==> config.mk <==
export PLATFORM = sky130hd
export DESIGN_NAME = ppt_front
export DESIGN_NICKNAME = d
export VERILOG_FILES = /design/src/sv/ppt_pkg.sv /design/src/sv/ppt_front.sv
export SDC_FILE = /design/constraint.sdc
export NUM_CORES = 1
export LEC_CHECK = 0
export ABC_AREA = 0
export ABC_CLOCK_PERIOD_IN_PS = 8400
export BUFFER_PORTS_ARGS = -buffer_cell sky130_fd_sc_hd__buf_2
export CAP_MARGIN = 40
export CORE_MARGIN = 4
export CORE_UTILIZATION = 47
export DETAILED_ROUTE_END_ITERATION = 7
export GPL_TIMING_DRIVEN = 0
export PLACE_DENSITY_LB_ADDON = 0.25
export SETUP_SLACK_MARGIN = 0.05
export SKIP_CTS_REPAIR_TIMING = 1
export SLEW_MARGIN = 20
export SYNTH_ARGS = -nofsm -noshare
export SYNTH_HDL_FRONTEND = slang
export SYNTH_SLANG_ARGS = --single-unit
==> constraint.sdc <==
create_clock -name clk_i -period 8.4 [get_ports clk_i]
set_input_delay 0.42 -clock clk_i [delete_from_list [all_inputs] [get_ports clk_i]]
set_output_delay 0.42 -clock clk_i [all_outputs]
set_load 0.005 [all_outputs]
==> src/sv/ppt_pkg.sv <==
package ppt_pkg;

  localparam int unsigned CordicSteps = 24;
  localparam int unsigned StepW = $clog2(CordicSteps + 1);

  localparam logic signed [33:0] CordicGain = 34'sd652032874;
  localparam logic signed [33:0] PiQ28 = 34'sd843314857;
  localparam logic signed [33:0] HalfPiQ28 = 34'sd421657428;
  localparam logic signed [33:0] TwoPiQ28 = 34'sd1686629713;
  localparam logic signed [33:0] Q30One = 34'sd1073741824;
  localparam logic signed [31:0] SatMax = 32'sh7fffffff;
  localparam logic signed [31:0] SatMin = 32'sh80000000;

  localparam int unsigned QueueDepth = 2;
  localparam int unsigned QueuePtrW = $clog2(QueueDepth);

  typedef enum logic [1:0] {
    KIND_POSE   = 2'd0,
    KIND_CIRCLE = 2'd1,
    KIND_VERTEX = 2'd2,
    KIND_NONE   = 2'd3
  } kind_e;

  typedef enum logic [1:0] {
    BK_IDLE,
    BK_CORDIC,
    BK_MUL,
    BK_SUM
  } back_state_e;

  // one classified word between the front and back parts
  typedef struct packed {
    kind_e              kind;
    logic signed [31:0] a0;
    logic signed [31:0] a1;
    logic signed [31:0] a2;
    logic signed [31:0] a3;
    logic [30:0]        radius;
    logic               last;
  } cmd_t;

  typedef struct packed {
    logic signed [31:0] world_x;
    logic signed [31:0] world_y;
    logic signed [31:0] world_nx;
    logic signed [31:0] world_ny;
    logic signed [31:0] box_min_x;
    logic signed [31:0] box_min_y;
    logic signed [31:0] box_max_x;
    logic signed [31:0] box_max_y;
    logic               box_valid;
  } res_t;

  function automatic logic signed [33:0] atan_q28(input logic [4:0] i);
    case (i)
      5'd0: atan_q28 = 34'sd210828714;
      5'd1: atan_q28 = 34'sd124459457;
      5'd2: atan_q28 = 34'sd65760959;
      5'd3: atan_q28 = 34'sd33381290;
      5'd4: atan_q28 = 34'sd16755422;
      5'd5: atan_q28 = 34'sd8385879;
      5'd6: atan_q28 = 34'sd4193963;
      5'd7: atan_q28 = 34'sd2097109;
      5'd8: atan_q28 = 34'sd1048571;
      5'd9: atan_q28 = 34'sd524287;
      5'd29: atan_q28 = 34'sd0;
      default: atan_q28 = 34'sd1 <<< (5'd28 - i);
    endcase
  endfunction

  function automatic logic signed [31:0] sat32(input logic signed [65:0] v);
    if (v > 66'sd2147483647) sat32 = SatMax;
    else if (v < -66'sd2147483648) sat32 = SatMin;
    else sat32 = v[31:0];
  endfunction

endpackage

==> src/sv/ppt_front.sv <==
// accepts input words, drops unused kinds, queues commands for the back part
module ppt_front (
  input  logic          clk_i,
  input  logic          rst_ni,
  input  logic          in_valid_i,
  output logic          in_ready_o,
  input  ppt_pkg::cmd_t in_cmd_i,
  output logic          q_valid_o,
  input  logic          q_ready_i,
  output ppt_pkg::cmd_t q_cmd_o
);

  ppt_pkg::cmd_t mem_q [ppt_pkg::QueueDepth];
  logic [ppt_pkg::QueuePtrW-1:0] wr_q, rd_q;
  logic [ppt_pkg::QueuePtrW:0] cnt_q, cnt_d;
  logic push, pop;

  // classify: kind three is accepted and dropped
  assign in_ready_o = (cnt_q != ppt_pkg::QueuePtrW'(0) + (ppt_pkg::QueuePtrW+1)'(ppt_pkg::QueueDepth));
  assign push = in_valid_i && in_ready_o && (in_cmd_i.kind != ppt_pkg::KIND_NONE);
  assign q_valid_o = (cnt_q != '0);
  assign pop = q_valid_o && q_ready_i;
  assign q_cmd_o = mem_q[rd_q];

  always_comb begin
    cnt_d = cnt_q;
    if (push && !pop) cnt_d = cnt_q + 1'b1;
    else if (!push && pop) cnt_d = cnt_q - 1'b1;
  end

  // queue pointers
  always_ff @(posedge clk_i or negedge rst_ni) begin
    if (!rst_ni) begin
      wr_q <= '0;
      rd_q <= '0;
      cnt_q <= '0;
    end else begin
      cnt_q <= cnt_d;
      if (push) wr_q <= wr_q + 1'b1;
      if (pop) rd_q <= rd_q + 1'b1;
    end
  end

  // queue storage
  always_ff @(posedge clk_i) begin
    if (push) mem_q[wr_q] <= in_cmd_i;
  end

  a_cnt_range: assert property (@(posedge clk_i) disable iff (!rst_ni)
    cnt_q <= (ppt_pkg::QueuePtrW+1)'(ppt_pkg::QueueDepth))
    else $error("queue count overflow");
  a_no_push_full: assert property (@(posedge clk_i) disable iff (!rst_ni)
    !in_ready_o |-> !push) else $error("push into full queue");
  a_pop_count: assert property (@(posedge clk_i) disable iff (!rst_ni)
    (pop && !push) |=> cnt_q == $past(cnt_q) - 1'b1) else $error("pop count");

endmodule

== Yosys cells after proc, flatten, opt, wreduce, memory -nomap -nowiden ==
Memory sizes are Yosys's and may differ from the RTL's.
Cells that the tools add are included.
Word-level totals
  register bits after elaboration: 4
  bits in latches: 0
  memory bits (writable): 324
  bits in read-only memories: 0
  bits of input ports: 166
  output and inout port bits: 164
  word-level logic and storage cells: 23
  memories: 1
Cells by class
  $add $sub $neg: 4
  $mul: 0
  divide/modulo/power cells: 0
  order comparisons: 0
  equality and inequality tests: 2
  shift operators: 0
  muxes and demuxes: 4
  bitwise gates (word level): 0
  reduce and logical (&&, ||, !) cells: 9
Memory list
  mem_q: depth 2, width 162, rd ports 1, clocked after Yosys merged registers in 0, write ports 1, line ppt_front.sv:13  | ppt_pkg::cmd_t mem_q [ppt_pkg::QueueDepth];
Operators by type and width (count)
  1-bit logical AND: 5
  2-bit 2-to-1 mux: 2
  2-bit != test (second input constant): 2
  2-bit nonzero test: 2
  1-bit adder (second input constant): 2
  2-bit by 1-bit adder with 2-bit output (second input constant): 1
  1-bit logical NOT: 2
  1-bit 2-to-1 mux: 2
  2-bit by 1-bit subtractor with 2-bit output (second input constant): 1

== Longest topological paths before layout ==
  word-level depth: 7
  mapped depth: 7
  depth with buffers taken out: 7

== Least setup slack after synthesis ==
No wires, ideal clock.
  path kind: register -> register
  from: register cnt_q[0] (netlist bit)
  to: memory mem_q[0][0] (netlist bit) (enable)
  library setup time: 687 ps
  arrival: 7422 ps
  required time: 7713 ps
  path slack: 291 ps
  stages on the path, launching flop included: 4
  path buffers: 0
  clock period less this slack: 8109 ps
  cell sequence: dfrtp_1 -> nand2b_1 -> nand3_1 -> nor2_1
On the way
  cells in the longest elaborated chain, start to end: 5
Ends and longest elaborated chain
  start: declaration: line ppt_front.sv:15  | logic [ppt_pkg::QueuePtrW:0] cnt_q, cnt_d;
  start signal: assignment: line ppt_front.sv:38  | cnt_q <= cnt_d;
  2-bit != test: line ppt_front.sv:19  | assign in_ready_o = (cnt_q != ppt_pkg::QueuePtrW'(0) + (ppt_pkg::QueuePtrW+1)'(ppt_pkg::QueueDepth));
  named net in_ready_o: line ppt_front.sv:6  | output logic in_ready_o,
  1-bit logical AND (2 in a row): line ppt_front.sv:20  | assign push = in_valid_i && in_ready_o && (in_cmd_i.kind != ppt_pkg::KIND_NONE);
  1-bit 2-to-1 mux: line ppt_front.sv:46  | if (push) mem_q[wr_q] <= in_cmd_i;
  1-bit 2-to-1 mux (not written as such): line ppt_front.sv:46
  end: declaration: line ppt_front.sv:13
The timed path passes the listed nets, and every way through them passes these cells.

== Worst setup path after layout ==
  from: register cnt_q[0] (netlist bit)
  to: memory mem_q[0][70] (netlist bit) (enable)
On the way
  cells in the longest elaborated chain, start to end: 5
Ends and longest elaborated chain (line)
  2-bit != test: ppt_front.sv:19
  1-bit logical AND (2 in a row): ppt_front.sv:20
  1-bit 2-to-1 mux: ppt_front.sv:46
  1-bit 2-to-1 mux (not written as such): ppt_front.sv:46
No other way between the ends.

==> impl_metrics.yaml <==
status:
  status: "complete, no violations"
detailed_routing:
  detail-route-antenna-nets: 0
  wl_per_cell_um: 19.42
  wl_met2_um: 12430
  routed_wl_um: 24530
  wl_met1_um: 8998
  drcViolationCount: 0
  drtPass1Iterations: 4
  avgViaCountPerCell: 4.922
  top_layer: "met5"
  vias: 6217
  drtIter0Drc: 368
  dr_wl_met3_um: 2470
timing:
  hold_ws_ns: 0.1057
  tightest_slew_ns: 0.7384
  rsz0062_at_grt: "no"
  period_minus_slack_ns: 2.583
  setup_viol: 0
  clock.fmax_ghz: 0.3872
  fin_skew_ns: 0.01072
  timing.slew.headroom: 0.5066
  drv_slew: 0
  hold_viol: 0
  min_period_over_period: 0.3075
power:
  ir_drop_v: 0.0002145
  pwr_density_cell_mw_per_mm2: 331.7
  p_leak_nw: 6.122
place:
  placed_area_mm2: 0.01464
  io_buffers: 329
  dp_hpwl_um: 18070
  place_inst: 1199
  finalWeightedCongestion: 0.7321
floorplan:
  core_mm2: 0.02533
  dieArea_mm2: 0.02852
  die_h_um: 168.9
  initial_core_util: 0.4802
  fp.dieW_um: 168.9
  num_rows: 58
  ios: 330
logic_synthesis:
  synthCells: 524
  syn_avg_cell_area_um2: 23.21
  synth_seq_cells: 328
  ys_seq_area_frac: 0.8081
  async_reset_ff_frac: 0.01220
  syn_area_mm2: 0.01216
  netlist.area_leader.share: 0.7999
  synth_edf_count: 324
  synth_nets: 691
  ys.flop_type: "edfxtp_1"
  yosys-top-cells-count: "edfxtp_1 (324), mux2_2 (92), mux2_4 (70)"
  yosys_warnings: 0
  synth_cell_types: 15
  synth_area_leader_cell: "edfxtp_1"
  synth.most_common_cell: "edfxtp_1"
  yosys-top-cells-area: "edfxtp_1 (80%), mux2_4 (8.6%), mux2_2 (8.5%)"
global_route:
  antenna_found_initial: 5
  grt_pass1_vias: 6715
  grt_use_total: 0.1675
  grt-ovfl-total: 0
  grt_pass1_wl_um: 37060
  grt_max_degree: 26
final_layout:
  final_area_mm2: 0.01578
  fill_cells: 1875
  area_growth_syn_to_layout_pct: 29.70
  fin_nets: 1074
  drive_gt1_frac: 0.6183
  fin_cells: 1263
critical_path:
  worstSetupPathType: "reg -> reg"
  r2r_end: "mem_q[0][70]"
  crit-reg2reg-launch: "cnt_q[0]"
  cp.arrival_ns: 2.78
  r2r_slack_ns: 5.82
  cp_max_fo: 23
  cp-end-kind: "flip-flop"
  reg2reg_depth: 7
  start_kind: "flip-flop"
  cp.required_ns: 8.60
worst_hold_path:
  hp-class: "in -> reg"
  hold_end: "mem_q[0][58]"
  worst_hold_startpoint: "in_cmd_i[58]"
  hold_depth: 1
clock_tree:
  clockRootBuffer: "clkbuf_16"
  tritoncts: "done"
  cts_sinks: 328
  clock_path_buffers: 3
  clock_latency_ns: 0.50
  numCtsBuffers: 35
  htree_levels: 2
  clkTransAtPathRegs_ns: 0.06
flow_run:
  drv_cap: 0
-- per-layer routing --
layer,vias to the layer above,GRT usage
met2,273,0.2890
met4,4,0.05258
li1,2859,-
met5,-,0
met3,48,0.06632
met1,3033,0.1927
-- worst max path at each step --
stage,end,from
CTS,mem_q[0][92],cnt_q[0]
detailed placement,mem_q[0][76],in_cmd_i[160]
floorplan,mem_q[0][0],cnt_q[0]
global placement,mem_q[0][83],in_cmd_i[160]
finish,mem_q[0][70],cnt_q[0]
global route,mem_q[0][76],cnt_q[0]
-- cell families (layout without fill, tap and decap cells) --
| kind of cell | after synthesis | after routing | share of synthesized area |
|---|---|---|---|
| buffers and inverters | 20 | 426 | 0.01265 |
| xor gates and xnor gates | 5 | 5 | 0.003601 |
| and+or+nand+nor | 8 | 8 | 0.002984 |
| adders and majority gates | 1 | 1 | 0.001029 |
| other | 0 | 3 | 0 |
| DFF | 328 | 328 | 0.8081 |
| muxes | 162 | 162 | 0.1716 |
-- where the power goes --
group	internal [mW]	leakage (nW)	switching, mW	total, mW
Sequential	2.14	3.03	0.0652	2.20
Combinational	0.829	2.55	0.714	1.54
Clock	0.909	0.542	0.578	1.49
Total	3.88	6.12	1.36	5.23
-- cell type report --
cell class                 count  area [µm²]  share of cell area
clock inverter                14       142.6            0.009042
timing repair buffer         346        2054              0.1302
multi-input combinational    176        2195              0.1391
antenna                        3       7.507           0.0004759
inverter                       2       7.507           0.0004759
clock buffer                  46       979.7             0.06210
tap                          330       412.9             0.02617
buffer                        18       146.4            0.009280
sequential                   328        9829              0.6231
-- stage by stage --
| step | setup slack [ns] | util | setup TNS, ns | power (mW) |
|---|---|---|---|---|
| after floorplan | 0.2908 | - | 0 | 3.190 |
| after global placement | -3.861 | 0.5616 | -1244.46 | 3.813 |
| after detailed placement | 5.717 | 0.5779 | 0 | 3.811 |
| after CTS | 5.748 | 0.6222 | 0 | 5.313 |
| after global routing | 5.599 | 0.6228 | 0 | 5.488 |
| final | 5.817 | 0.6229 | 0 | 5.232 |
-- flip-flops by register name, indices dropped and copies added, names as in the netlist --
register  flops
cnt_q         2
mem_q       324
rd_q          1
wr_q          1
-- worst max-delay path, cell delays in order (launching register included) --
cell and delay (ns):
dfrtp_1 0.41, nand2b_1 0.15, nand3_1 0.25, nor2_4 0.66, buf_16 0.25, buf_12 0.20
buf_16 0.18, buf_16 0.17
-- cells in the final DEF (no fill, tap or decap), drive strengths merged --
cell and instances:
edfxtp 324, bufinv 3, inv 2, nand2 2, xnor2 3, diode 3, buf 363, clkinvlp 2
dlygate4sd3 1, ha 1, nand2b 1, nor2 3, nand3 1, mux2 162, dfrtp 4, clkinv 9
or2 1, clkbuf 46, xor2 2
Note: power is estimated with default switching activity, not from simulation.
